**config.mk**
```make
export PLATFORM = sky130hd
export DESIGN_NAME = sorted_list_priority_queue
export DESIGN_NICKNAME = d
export VERILOG_FILES = /design/src/sv/slpq_pkg.sv /design/src/sv/sorted_list_priority_queue.sv /design/src/sv/slpq_ram.sv /design/src/sv/slpq_cmp.sv
export SDC_FILE = /design/constraint.sdc
export NUM_CORES = 1
export LEC_CHECK = 0
export BUFFER_PORTS_ARGS = -buffer_cell sky130_fd_sc_hd__buf_2
export CAP_MARGIN = 20
export CORE_UTILIZATION = 39
export DETAILED_ROUTE_END_ITERATION = 8
export SLEW_MARGIN = 10
export SYNTH_ARGS = -nofsm -noshare
export SYNTH_HDL_FRONTEND = slang
export SYNTH_SLANG_ARGS = --single-unit
```
**constraint.sdc**
```tcl
create_clock -name clk -period 4 [get_ports clk]
set_input_delay 0.2 -clock clk [delete_from_list [all_inputs] [get_ports clk]]
set_output_delay 0.2 -clock clk [all_outputs]
set_load 0.01 [all_outputs]
```
**src/sv/slpq_pkg.sv**
```systemverilog
`default_nettype none

package slpq_pkg;

  // default node store size
  localparam int CAPACITY_DEF = 16;

  // fixed field widths
  localparam int ELEM_W    = 16;
  localparam int PRIO_W    = 16;
  localparam int COUNT_W   = 5;
  localparam int CMD_W     = 2;
  localparam int STATUS_W  = 2;
  localparam int MODE_W    = 2;
  localparam int IN_DATA_W  = 32;
  localparam int OUT_DATA_W = 40;

  typedef enum logic [CMD_W-1:0] {
    CMD_PUSH   = 2'd0,
    CMD_POP    = 2'd1,
    CMD_TOP    = 2'd2,
    CMD_LOOKUP = 2'd3
  } cmd_t;

  typedef enum logic [STATUS_W-1:0] {
    ST_OK        = 2'd0,
    ST_EMPTY     = 2'd1,
    ST_FULL      = 2'd2,
    ST_NOT_FOUND = 2'd3
  } status_t;

  // order test stored-vs-new applied while walking
  typedef enum logic [MODE_W-1:0] {
    REL_LE = 2'd0,
    REL_LT = 2'd1,
    REL_GE = 2'd2,
    REL_GT = 2'd3
  } rel_t;

  // compare unit results
  typedef struct packed {
    logic keep;
    logic match;
  } cmp_res_t;

endpackage

`default_nettype wire

```
**src/sv/sorted_list_priority_queue.sv**
```systemverilog
// operation: a push walks k nodes from the head (k = 0..CAPACITY-1) and links in the new node,
//   a lookup walks k = 1..CAPACITY nodes, pop and top read the head only, and a full push or an
//   empty pop, top or lookup goes straight to the result; the list walk reads one node per cycle
//   through the node and link memories; no new request is taken until the result is registered
// reset: synchronous, active high; afterward a clearing pass chains the free list in the
//   next-link memory, one link per node, with no request taken until it ends
`default_nettype none

module sorted_list_priority_queue #(
  parameter int CAPACITY = slpq_pkg::CAPACITY_DEF
) (
  input  wire logic                               clk,
  input  wire logic                               rst,
  // configuration: relation_mode
  input  wire logic                               cfg_we,
  input  wire logic [slpq_pkg::MODE_W-1:0]        cfg_wdata,
  // request stream
  input  wire logic                               s_tvalid,
  output logic                                    s_tready,
  input  wire logic [slpq_pkg::IN_DATA_W-1:0]     s_tdata,   // element_value, priority_value
  input  wire logic [slpq_pkg::CMD_W-1:0]         s_tuser,   // command
  // result stream
  output logic                                    m_tvalid,
  input  wire logic                               m_tready,
  output logic      [slpq_pkg::OUT_DATA_W-1:0]    m_tdata,   // out_element, out_priority,
                                                             // entry_count, zero pad
  output logic      [slpq_pkg::STATUS_W-1:0]      m_tuser    // status
);

  import slpq_pkg::*;

  // address width of the node store and width of a link (holds the null code)
  localparam int AW = $clog2(CAPACITY);
  localparam int IW = $clog2(CAPACITY + 1);
  localparam logic [IW-1:0] NULL_IDX = IW'(CAPACITY);
  localparam logic [AW-1:0] LAST_ADDR = AW'(CAPACITY - 1);

  // sequencer states
  typedef enum logic [8:0] {
    S_CLEAR = 9'b000000001,  // chain the free list after reset
    S_IDLE  = 9'b000000010,  // wait for a request
    S_ALLOC = 9'b000000100,  // take a node off the free list, start the walk at head
    S_HEAD  = 9'b000001000,  // head read for pop, top and lookup
    S_WALK  = 9'b000010000,  // one node per cycle through the shared compare unit
    S_LINK1 = 9'b000100000,  // write links of the new node
    S_LINK2 = 9'b001000000,  // patch neighbors, head and tail
    S_POP   = 9'b010000000,  // return head, unlink on pop
    S_FIN   = 9'b100000000   // hand the result to the output register
  } state_t;

  function automatic logic live(input logic [IW-1:0] idx);
    return idx < NULL_IDX;
  endfunction

  state_t          state;
  logic [AW-1:0]   clr;
  rel_t            relation_mode;

  // list state
  logic [IW-1:0]   head_index;
  logic [IW-1:0]   tail_index;
  logic [IW-1:0]   free_head;
  logic [IW-1:0]   held_count;

  // request held for the whole operation
  cmd_t            req_cmd;
  logic [ELEM_W-1:0] req_elem;
  logic [PRIO_W-1:0] req_prio;

  // walk and link registers
  logic [IW-1:0]   cur;       // node whose read data is on the memory outputs
  logic [IW-1:0]   alloc;     // node taken for a push
  logic [IW-1:0]   link_nx;   // successor of the new node
  logic [IW-1:0]   link_pv;   // predecessor of the new node

  // result being built
  status_t           res_status;
  logic [ELEM_W-1:0] res_elem;
  logic [PRIO_W-1:0] res_prio;

  // memory ports
  logic [AW-1:0]              raddr;
  logic                       dat_we;
  logic [ELEM_W+PRIO_W-1:0]   dat_rdata;
  logic                       nx_we;
  logic [AW-1:0]              nx_waddr;
  logic [IW-1:0]              nx_wdata;
  logic [IW-1:0]              nx_rdata;
  logic                       pv_we;
  logic [AW-1:0]              pv_waddr;
  logic [IW-1:0]              pv_wdata;
  logic [IW-1:0]              pv_rdata;

  logic [ELEM_W-1:0] stored_elem;
  logic [PRIO_W-1:0] stored_prio;
  cmp_res_t          cmp_res;
  logic              out_load;

  assign stored_elem = dat_rdata[ELEM_W-1:0];
  assign stored_prio = dat_rdata[ELEM_W+PRIO_W-1:ELEM_W];

  assign s_tready = (state == S_IDLE);
  assign out_load = (state == S_FIN) && (!m_tvalid || m_tready);

  // one read address shared by the three memories: the walk always reads a whole node
  always_comb begin
    unique case (state)
      S_ALLOC, S_HEAD: raddr = head_index[AW-1:0];
      S_WALK:          raddr = nx_rdata[AW-1:0];
      default:         raddr = free_head[AW-1:0];  // idle: prefetch next free link
    endcase
  end

  assign dat_we = (state == S_ALLOC);

  // next-link writes: free list chain, new node, predecessor patch, node return on pop
  always_comb begin
    nx_we    = 1'b0;
    nx_waddr = alloc[AW-1:0];
    nx_wdata = link_nx;
    unique case (state)
      S_CLEAR: begin
        nx_we    = 1'b1;
        nx_waddr = clr;
        nx_wdata = IW'(clr) + IW'(1);
      end
      S_LINK1: begin
        nx_we = 1'b1;
      end
      S_LINK2: begin
        nx_we    = live(link_pv);
        nx_waddr = link_pv[AW-1:0];
        nx_wdata = alloc;
      end
      S_POP: begin
        nx_we    = (req_cmd == CMD_POP);
        nx_waddr = head_index[AW-1:0];
        nx_wdata = free_head;
      end
      default: nx_we = 1'b0;
    endcase
  end

  // prev-link writes
  always_comb begin
    pv_we    = 1'b0;
    pv_waddr = alloc[AW-1:0];
    pv_wdata = link_pv;
    unique case (state)
      S_LINK1: begin
        pv_we = 1'b1;
      end
      S_LINK2: begin
        pv_we    = live(link_nx);
        pv_waddr = link_nx[AW-1:0];
        pv_wdata = alloc;
      end
      S_POP: begin
        pv_we    = (req_cmd == CMD_POP) && live(nx_rdata);
        pv_waddr = nx_rdata[AW-1:0];
        pv_wdata = NULL_IDX;
      end
      default: pv_we = 1'b0;
    endcase
  end

  // node payload: priority above element
  slpq_ram #(
    .WIDTH (ELEM_W + PRIO_W),
    .DEPTH (CAPACITY)
  ) u_node_ram (
    .clk   (clk),
    .we    (dat_we),
    .waddr (alloc[AW-1:0]),
    .wdata ({req_prio, req_elem}),
    .raddr (raddr),
    .rdata (dat_rdata)
  );

  slpq_ram #(
    .WIDTH (IW),
    .DEPTH (CAPACITY)
  ) u_next_ram (
    .clk   (clk),
    .we    (nx_we),
    .waddr (nx_waddr),
    .wdata (nx_wdata),
    .raddr (raddr),
    .rdata (nx_rdata)
  );

  slpq_ram #(
    .WIDTH (IW),
    .DEPTH (CAPACITY)
  ) u_prev_ram (
    .clk   (clk),
    .we    (pv_we),
    .waddr (pv_waddr),
    .wdata (pv_wdata),
    .raddr (raddr),
    .rdata (pv_rdata)
  );

  // shared compare unit
  slpq_cmp u_cmp (
    .mode        (relation_mode),
    .stored_prio (stored_prio),
    .fresh_prio  (req_prio),
    .stored_elem (stored_elem),
    .key_elem    (req_elem),
    .res         (cmp_res)
  );

  always_ff @(posedge clk) begin
    if (rst) begin
      state         <= S_CLEAR;
      clr           <= '0;
      relation_mode <= REL_LE;
      head_index    <= NULL_IDX;
      tail_index    <= NULL_IDX;
      free_head     <= '0;
      held_count    <= '0;
      m_tvalid      <= 1'b0;
    end else begin
      if (cfg_we) begin
        relation_mode <= rel_t'(cfg_wdata);
      end

      // output register: a finished result waits here until taken
      if (out_load) begin
        m_tvalid <= 1'b1;
        m_tuser  <= res_status;
        m_tdata  <= {3'b000, COUNT_W'(held_count), res_prio, res_elem};
      end else if (m_tready) begin
        m_tvalid <= 1'b0;
      end

      unique case (state)
        S_CLEAR: begin
          clr <= clr + AW'(1);
          if (clr == LAST_ADDR) begin
            state <= S_IDLE;
          end
        end

        S_IDLE: begin
          if (s_tvalid) begin
            req_cmd    <= cmd_t'(s_tuser);
            req_elem   <= s_tdata[ELEM_W-1:0];
            req_prio   <= s_tdata[ELEM_W+PRIO_W-1:ELEM_W];
            res_status <= ST_OK;
            res_elem   <= '0;
            res_prio   <= '0;
            unique case (cmd_t'(s_tuser))
              CMD_PUSH: begin
                if (live(free_head)) begin
                  alloc <= free_head;
                  state <= S_ALLOC;
                end else begin
                  res_status <= ST_FULL;
                  state      <= S_FIN;
                end
              end
              CMD_POP, CMD_TOP: begin
                if (held_count == '0 || !live(head_index)) begin
                  res_status <= ST_EMPTY;
                  state      <= S_FIN;
                end else begin
                  state <= S_HEAD;
                end
              end
              CMD_LOOKUP: begin
                // a miss unless the walk finds the element
                res_status <= ST_NOT_FOUND;
                res_prio   <= '1;
                state      <= live(head_index) ? S_HEAD : S_FIN;
              end
              default: state <= S_IDLE;
            endcase
          end
        end

        S_ALLOC: begin
          // next link of the taken node is on the read port, prefetched while idle
          free_head <= nx_rdata;
          cur       <= head_index;
          if (live(head_index)) begin
            state <= S_WALK;
          end else begin
            link_nx <= NULL_IDX;
            link_pv <= tail_index;
            state   <= S_LINK1;
          end
        end

        S_HEAD: begin
          cur   <= head_index;
          state <= (req_cmd == CMD_LOOKUP) ? S_WALK : S_POP;
        end

        S_WALK: begin
          if (req_cmd == CMD_PUSH) begin
            if (cmp_res.keep) begin
              if (live(nx_rdata)) begin
                cur <= nx_rdata;
              end else begin
                // ran off the end: append at tail
                link_nx <= NULL_IDX;
                link_pv <= tail_index;
                state   <= S_LINK1;
              end
            end else begin
              // insert before the node that failed the test
              link_nx <= cur;
              link_pv <= pv_rdata;
              state   <= S_LINK1;
            end
          end else begin
            if (cmp_res.match) begin
              res_status <= ST_OK;
              res_prio   <= stored_prio;
              state      <= S_FIN;
            end else if (live(nx_rdata)) begin
              cur <= nx_rdata;
            end else begin
              state <= S_FIN;
            end
          end
        end

        S_LINK1: begin
          state <= S_LINK2;
        end

        S_LINK2: begin
          if (!live(link_pv)) begin
            head_index <= alloc;
          end
          if (!live(link_nx)) begin
            tail_index <= alloc;
          end
          held_count <= held_count + IW'(1);
          state      <= S_FIN;
        end

        S_POP: begin
          res_elem <= stored_elem;
          res_prio <= stored_prio;
          if (req_cmd == CMD_POP) begin
            head_index <= nx_rdata;
            if (!live(nx_rdata)) begin
              tail_index <= NULL_IDX;
            end
            free_head  <= head_index;
            held_count <= held_count - IW'(1);
          end
          state <= S_FIN;
        end

        S_FIN: begin
          if (!m_tvalid || m_tready) begin
            state <= S_IDLE;
          end
        end

        default: state <= S_IDLE;
      endcase
    end
  end

`ifndef ASSERT_OFF
  // list bookkeeping never exceeds the node store
  a_count_range: assert property (@(posedge clk) disable iff (rst)
    held_count <= NULL_IDX)
    else $error("held count above capacity");

  // head and tail become null together
  a_head_tail: assert property (@(posedge clk) disable iff (rst)
    (head_index == NULL_IDX) == (tail_index == NULL_IDX))
    else $error("head and tail disagree on empty list");

  // an empty count goes with a null head
  a_count_head: assert property (@(posedge clk) disable iff (rst)
    (held_count == '0) == (head_index == NULL_IDX))
    else $error("held count disagrees with head");

  // a result appears only from the hand-off state
  a_result_src: assert property (@(posedge clk) disable iff (rst)
    $rose(m_tvalid) |-> $past(state == S_FIN))
    else $error("result shown outside hand-off");
`endif

endmodule

`default_nettype wire

```
**src/sv/slpq_ram.sv**
```systemverilog
`default_nettype none

module slpq_ram #(
  parameter int WIDTH = 16,
  parameter int DEPTH = 16
) (
  input  wire logic                     clk,
  input  wire logic                     we,
  input  wire logic [$clog2(DEPTH)-1:0] waddr,
  input  wire logic [WIDTH-1:0]         wdata,
  input  wire logic [$clog2(DEPTH)-1:0] raddr,
  output logic      [WIDTH-1:0]         rdata
);

  logic [WIDTH-1:0] mem [DEPTH];

  always_ff @(posedge clk) begin
    if (we) begin
      mem[waddr] <= wdata;
    end
    rdata <= mem[raddr];
  end

endmodule

`default_nettype wire

```
**src/sv/slpq_cmp.sv**
```systemverilog
`default_nettype none

module slpq_cmp (
  input  wire slpq_pkg::rel_t                      mode,
  input  wire logic signed [slpq_pkg::PRIO_W-1:0]  stored_prio,
  input  wire logic signed [slpq_pkg::PRIO_W-1:0]  fresh_prio,
  input  wire logic        [slpq_pkg::ELEM_W-1:0]  stored_elem,
  input  wire logic        [slpq_pkg::ELEM_W-1:0]  key_elem,
  output slpq_pkg::cmp_res_t                       res
);

  import slpq_pkg::*;

  // signed priority order test and element match, shared by push and lookup walks
  always_comb begin
    unique case (mode)
      REL_LE: res.keep = (stored_prio <= fresh_prio);
      REL_LT: res.keep = (stored_prio <  fresh_prio);
      REL_GE: res.keep = (stored_prio >= fresh_prio);
      REL_GT: res.keep = (stored_prio >  fresh_prio);
      default: res.keep = 1'b0;
    endcase
    res.match = (stored_elem == key_elem);
  end

endmodule

`default_nettype wire

```
== Word level (Yosys, flattened, before mapping) ==
Memories as Yosys holds them, arrays and structs flattened. A register that Yosys moved wholly into a read port is not among the register bits.
Index checks and enable logic that the tools add are counted.

* Memories kept: 3
* RAM bits: 672
* Bits of input ports: 41
* Register bits: 163
* Output and inout port bits: 44
* Word-level logic and storage cells: 177

* Order comparisons: 9
* Add/subtract/negate cells: 4
* Bitwise operators: 1
* Multiplexer cells: 70
* Equal/unequal tests: 35
* Reduce and logical (&&, ||, !) cells: 35

{| class="wikitable"
|+ Memory list
! name !! words !! width !! rd ports !! clocked after memory_dff !! write ports !! line !! source
|-
| u_node_ram.mem || 16 || 32 || 1 || 1 || 1 || slpq_ram.sv:15 || <nowiki>logic [WIDTH-1:0] mem [DEPTH];</nowiki>
|-
| u_next_ram.mem || 16 || 5 || 1 || 1 || 1 || slpq_ram.sv:15 ||
|-
| u_prev_ram.mem || 16 || 5 || 1 || 1 || 1 || slpq_ram.sv:15 ||
|}

{| class="wikitable"
|+ Operator list
! kind !! number
|-
| $mux W9 || 11
|-
| $mux W5 || 18
|-
| $mux W16 || 5
|-
| $pmux W5 S2 || 8
|-
| $pmux W9 S8 || 1
|-
| $pmux W16 S3 || 1
|-
| $pmux W16 S2 || 1
|-
| $pmux W9 S3 || 1
|-
| $lt A5 B5 Y1 const B || 5
|-
| $reduce_and A5 Y1 || 5
|-
| $ne A2 B2 Y1 const B || 10
|-
| $eq A16 B16 Y1 || 1
|-
| $ge A16 B16 Y1 || 1
|-
| $gt A16 B16 Y1 || 1
|-
| $le A16 B16 Y1 || 1
|-
| $lt A16 B16 Y1 || 1
|-
| $pmux W4 S2 || 2
|-
| $pmux W5 S3 || 1
|-
| $reduce_bool A2 Y1 || 7
|-
| $pmux W4 S3 || 1
|-
| $eq A2 B2 Y1 const B || 5
|-
| $eq A9 B1 Y1 const B || 1
|-
| $eq A9 B2 Y1 const B || 1
|-
| $eq A9 B3 Y1 const B || 1
|-
| other kinds (34) || 64
|}

== Logic depth before layout (Yosys ltp) ==
* Depth after elaboration: 7
* Depth in mapped cells: 13
* Mapped depth without buffers: 10

== Hierarchy ==
A second synthesis with hierarchy kept.

* Cell total of the unflattened synthesis: 1751
* Area, all modules: 33701.1 µm²

{| class="wikitable"
|+ Modules (own cells, without submodules)
! module !! cells an instance !! seq. area each (µm²) !! instances !! area each (µm²)
|-
| slpq_ram (u_node_ram) || 838 || 16015.4 || 1 || 19835.3
|-
| sorted_list_priority_queue || 520 || 4534.3 || 1 || 6826.5
|-
| slpq_ram (u_next_ram ...) || 155 || 2502.4 || 2 || 3213.1
|-
| slpq_cmp || 83 || 0.0 || 1 || 613.1
|}

== Worst setup path before layout ==
No wires, ideal clock.

* Path kind: reg-to-reg
* Start: register state[2]
* End: register m_tdata[0] in the netlist's numbering, enable pin
* Clock period less this slack: 4412 ps
* Buffers on the path: 1
* Required time: 3508 ps
* Arrival: 3920 ps
* Path slack: -412 ps
* Stages on the path, launching flop included: 5
* Setup time: 492 ps
* Cell sequence: dfxtp_1 > buf_2 > nor2_1 > nand4_1 > nor3b_1

* Word-level cells in the longest chain between the ends: 3

{| class="wikitable"
|+ Ends and longest elaborated chain
! what !! line !! source
|-
| start, declared || sorted_list_priority_queue.sv:55 || <nowiki>state_t state;</nowiki>
|-
| start signal, assigned || sorted_list_priority_queue.sv:276 || <nowiki>state <= live(head_index) ? S_HEAD : S_FIN;</nowiki>
|-
| start signal, assigned || sorted_list_priority_queue.sv:298 || <nowiki>state <= (req_cmd == CMD_LOOKUP) ? S_WALK : S_POP;</nowiki>
|-
| $eq A9 B9 Y1 || sorted_list_priority_queue.sv:103 || <nowiki>assign out_load = (state == S_FIN) && (!m_tvalid || m_tready);</nowiki>
|-
| $logic_and A1 B1 Y1 || sorted_list_priority_queue.sv:103 ||
|-
| $reduce_and A2 Y1 (no line) || -- ||
|-
| end signal, assigned || sorted_list_priority_queue.sv:233 || <nowiki>m_tdata <= {3'b000, COUNT_W'(held_count), res_prio, res_elem};</nowiki>
|-
| end, declared || sorted_list_priority_queue.sv:25 || <nowiki>output logic [slpq_pkg::OUT_DATA_W-1:0] m_tdata,</nowiki>
|}

No other way between the ends.
A chain may end at the register's enable or synchronous reset.

== Final worst setup path ==
* Start: register req_prio[1]
* End: register cur[3], enable pin

* Word-level cells in the longest chain between the ends: 4
* Elaborated cells between the ends (all ways): 7
* Those cells by class: order compare: 4; eq/ne: 1; mux: 1; reduce/logical: 1

{| class="wikitable"
|+ Ends and longest elaborated chain
! what !! line !! source
|-
| start, declared || sorted_list_priority_queue.sv:68 || <nowiki>logic [PRIO_W-1:0] req_prio;</nowiki>
|-
| start signal, assigned || sorted_list_priority_queue.sv:250 || <nowiki>req_prio <= s_tdata[ELEM_W+PRIO_W-1:ELEM_W];</nowiki>
|-
| $gt A16 B16 Y1, or another cell as far along || slpq_cmp.sv:20 || <nowiki>REL_GT: res.keep = (stored_prio > fresh_prio);</nowiki>
|-
| $pmux W1 S4 (*) || slpq_cmp.sv:16 || <nowiki>unique case (mode)</nowiki>
|-
| $ne A3 B3 Y1 (no line) (*) || -- ||
|-
| $reduce_and A4 Y1 (no line) (*) || -- ||
|-
| end signal, assigned || sorted_list_priority_queue.sv:297 || <nowiki>cur <= head_index;</nowiki>
|-
| end signal, assigned || sorted_list_priority_queue.sv:305 || <nowiki>cur <= nx_rdata;</nowiki>
|-
| end signal, assigned || sorted_list_priority_queue.sv:324 || <nowiki>cur <= nx_rdata;</nowiki>
|-
| end, declared || sorted_list_priority_queue.sv:71 || <nowiki>logic [IW-1:0] cur;</nowiki>
|}

Mark *: on every way between the ends. The rest lies on a longest branch, timed or not.

==> results by group <==
Outcome
  • Status: complete, no violations

Power and ir drop
  • Power Dens Cells: approximately 490 nW/um^2
  • Gate power share: 6.1%
  • Max rail drop VDD: just over 300 uV
  • Pleak: 13.9 nW
  • Net Sw Frac: between 20 and 25%
  • Internal power: 0.0155 W
  • Psw: 0.00456 W
  • Reg power frac: 52.2%
  • Clk pwr share: 41.8%

Worst setup path
  • CP max FO: 17
  • Critical path data required time: 4320 ps
  • Worst Path Arrival: between 3000 and 4000 ps
  • Critical Path Start Type: flop
  • Setup Crit Path Kind: flop to flop
  • Endpoint type of the worst setup path: flop

Floorplanning
  • # IOs: 85
  • Starting density of the core: roughly two fifths
  • Num rows: 110
  • Die area: 92100 um^2
  • Die extent in x: 303 um
  • Die Ht: approximately 300 um
  • Core ar.: around 90000 um^2

Timing
  • Period utilisation layout: about nine tenths
  • Clk_skew: about 31 ps
  • Final Hold Fails: 0
  • Final Critical Period: 3550 ps
  • Aggregate negative setup slack: 0 ps
  • Unrepaired setup endpoints after global routing: false
  • Final setup viols: 0
  • Slew margin rel.: 36.2%
  • Max Slew Vio Count: 0
  • Final worst slack: 448 ps
  • Worst Max-Slew Pin Slew: 957 ps
  • Fmax: roughly 280 MHz

Cells and area
  • Most frequent cells in the layout: edfxtp_1 (799), and3_1 (301), a211oi_1 (297)
  • Non-Filler Instances: 3784
  • Fill count: between 7k and 8k
  • Share of cells above drive strength 1: approximately 14%
  • Most common cell after layout, fill and taps aside: edfxtp_1
  • Area Overhead vs Synth: 16.0%
  • Nets: 2598
  • # diodes: 0

Yosys
  • Register area share after synthesis: 72.1%
  • Post-Synth Adder-Cell Area: 0.868%
  • Number of flops mapped to enable cells by yosys: 799
  • Post-Synth XOR/XNOR Area: 0.642%
  • Post-synthesis simple-gate area fraction: 9.59%
  • Synth unique cells: 75
  • Syn Inst Count: 2414
  • Post-synthesis mux area share: roughly 1.5%
  • Largest family of logic cells by synthesized area: compound AO/OA/AOI/OAI gates
  • Most used DFF post-synth: edfxtp_1
  • Async SR Flop Fraction: 0%
  • Warnings, synthesis: 0
  • Synth Area in Compound Gates: 12.7%
  • Flops & latches, synth: between 800 and 900
  • Mapped Area: approximately 35000 um^2
  • Synthesized area per cell: 14.7 um^2

Routing
  • Remaining DRCs: 0
  • Post-route ant nets: 0
  • Wirelength per Cell: 25.0 um
  • Max Used Layer: met4
  • Vias per cell: approximately 5.8
  • DRT Pass-1 Iters: 7
  • Metal1 wirelength: 41.3 mm
  • Met3 wire length: around 6.8 mm
  • Met2 WL: 44.0 mm
  • Initial DRC count: between 2k and 2.5k
  • DR vias: 21.9k
  • Final WL: around 95 mm

CTS
  • H-Tree Depth: 3
  • Bufs on Longest Clock Path: 3
  • Worst-Skew Late Latency: around 660 ps
  • Setup Fix Bufs, Post-CTS: 0
  • Clk root buf: clkbuf_16
  • Worst-path clk slew: 60 ps
  • Clk sink count: about 880
  • CTS tree: built
  • Total CTS buffers: between 90 and 100

Flow run
  • Max-cap violations: 0

Global routing
  • Grt ovf: 0
  • Total GRT Usage: 20.4%
  • Vias in the first global route: 21.1k
  • Pin count of the biggest net entering global routing: 129
  • First-pass GRT wire length: about 140 mm
  • Initial antenna violation count: 0

Place
  • Setup WS pre-CTS: roughly 370 ps
  • Inst Count DP: 3577
  • Detailed Place HPWL: 53.9 mm
  • I/O Buffers: 81
  • Final GP Congestion: 0.875

Hold path
  • Hold Path Class: input pin to flop
synth_stat cells, types with 3 or more instances:
master,instances,share of area [%]
edfxtp_1,799,68
and3_1,301,5.3
a211oi_1,297,6.3
clkbuf_1,111,1.2
nor2_1,88,0.93
a21oi_1,80,1.1
dfxtp_1,78,4.4
o21ai_1,70,0.99
nand2_1,64,0.68
buf_2,54,0.76
mux2i_1,48,1.4
o21bai_1,43,0.91
o2111a_1,42,1.3
nand3_1,30,0.42
inv_1,25,0.26
ha_1,23,0.81
a21o_1,22,0.47
o21ai_0,22,0.31
and2_1,21,0.37
xor2_1,18,0.44
buf_4,13,0.28
nand4_1,13,0.23
nand2b_1,12,0.21
nor3_1,11,0.16
a22oi_1,8,0.17
xnor2_1,8,0.20
a311oi_1,6,0.15
and4_1,6,0.15
a22o_1,5,0.12
a31oi_1,5,0.088
mux2_2,5,0.16
nor2b_1,5,0.088
nor4_1,5,0.088
nor4b_1,5,0.12
o211ai_1,5,0.11
or2_2,5,0.088
nand3b_1,4,0.085
nor3b_1,4,0.085
buf_1,3,0.032
buf_6,3,0.095
nand4b_1,3,0.074
or3_1,3,0.053
worst paths after layout:
check          startpoint          end  slack, ps  cells past startpoint
max           req_prio[1]       cur[3]        450                     10
min              m_tready     m_tvalid         60                      3
max reg2reg   req_prio[1]       cur[3]        450                     10
min reg2reg  res_prio[15]  m_tdata[31]        400                      0
worst max-delay path: stages, from the launching register on:
cell	delay [ps]
edfxtp_1	600
inv_1	110
ha_1	320
nor2b_1	130
o211ai_1	310
a2111oi_0	190
buf_4	180
nor4b_2	420
o21ai_1	230
a311o_1	390
a21oi_2	320
cells by family (layout without fill, tap and decap cells):
logic type / count (synthesis) / after routing
simple gates: 594 / 594
buf+inv: 210 / 402
mux: 53 / 53
xor+xnor: 26 / 26
other cells: 1 / 3
compound gates: 629 / 629
flops: 877 / 877
fa+ha+maj: 24 / 24
layer usage:
| metal | up-vias | global-route usage, % |
|---|---|---|
| met5 | - | 0 |
| met3 | 163 | 3.51 |
| met4 | 0 | 6.25 |
| met2 | 887 | 32.4 |
| li1 | 9811 | - |
| met1 | 11000 | 28.8 |
sequential cells by signal (all words and copies together) (netlist names), 9 cells and up:
register	flops
u_node_ram.mem	512
u_next_ram.mem	80
u_prev_ram.mem	80
m_tdata	37
u_node_ram.rdata	32
req_elem	16
req_prio	16
res_elem	16
res_prio	16
state	9
repair_timing:
item	4_1_cts	5_1_grt
hold endpoints to repair	37	0
resized for setup	0	2
endpoints found under the setup margin	0	15
hold buffers	39	0
power by group through the flow:
stage	registers [W]	logic [W]	clock network, W
after floorplan	0.0106	0.000728	0
after global placement	0.0107	0.00116	0
after detailed placement	0.0107	0.00117	0
after CTS	0.0105	0.00121	0.00851
after global routing	0.0105	0.00134	0.00884
final	0.0105	0.00122	0.00840
layout make-up:
class / instances / area (um^2) / area share [%]
Inverter: 25 / 93.8 / 0.228
Multi-Input combinational cell: 1329 / 9220 / 22.4
Clock inverter: 51 / 502 / 1.22
Timing Repair Buffer: 209 / 1830 / 4.44
Sequential cell: 877 / 25600 / 62.1
Tap cell: 1176 / 1470 / 3.58
Clock buffer: 117 / 2460 / 5.98
through the flow:
stage / power (W) / hold slack, ps / util, % / area [um^2]
2_1_floorplan: 0.0114 / 299 / - / 35500
3_3_place_gp: 0.0118 / 377 / 42.0 / 37800
3_5_place_dp: 0.0118 / 379 / 42.0 / 37800
4_1_cts: 0.0202 / 40.7 / 45.7 / 41100
5_1_grt: 0.0207 / 107 / 45.7 / 41100
6_report: 0.0201 / 57.6 / 45.7 / 41100
No activity file was read; power rests on OpenSTA's default activity.
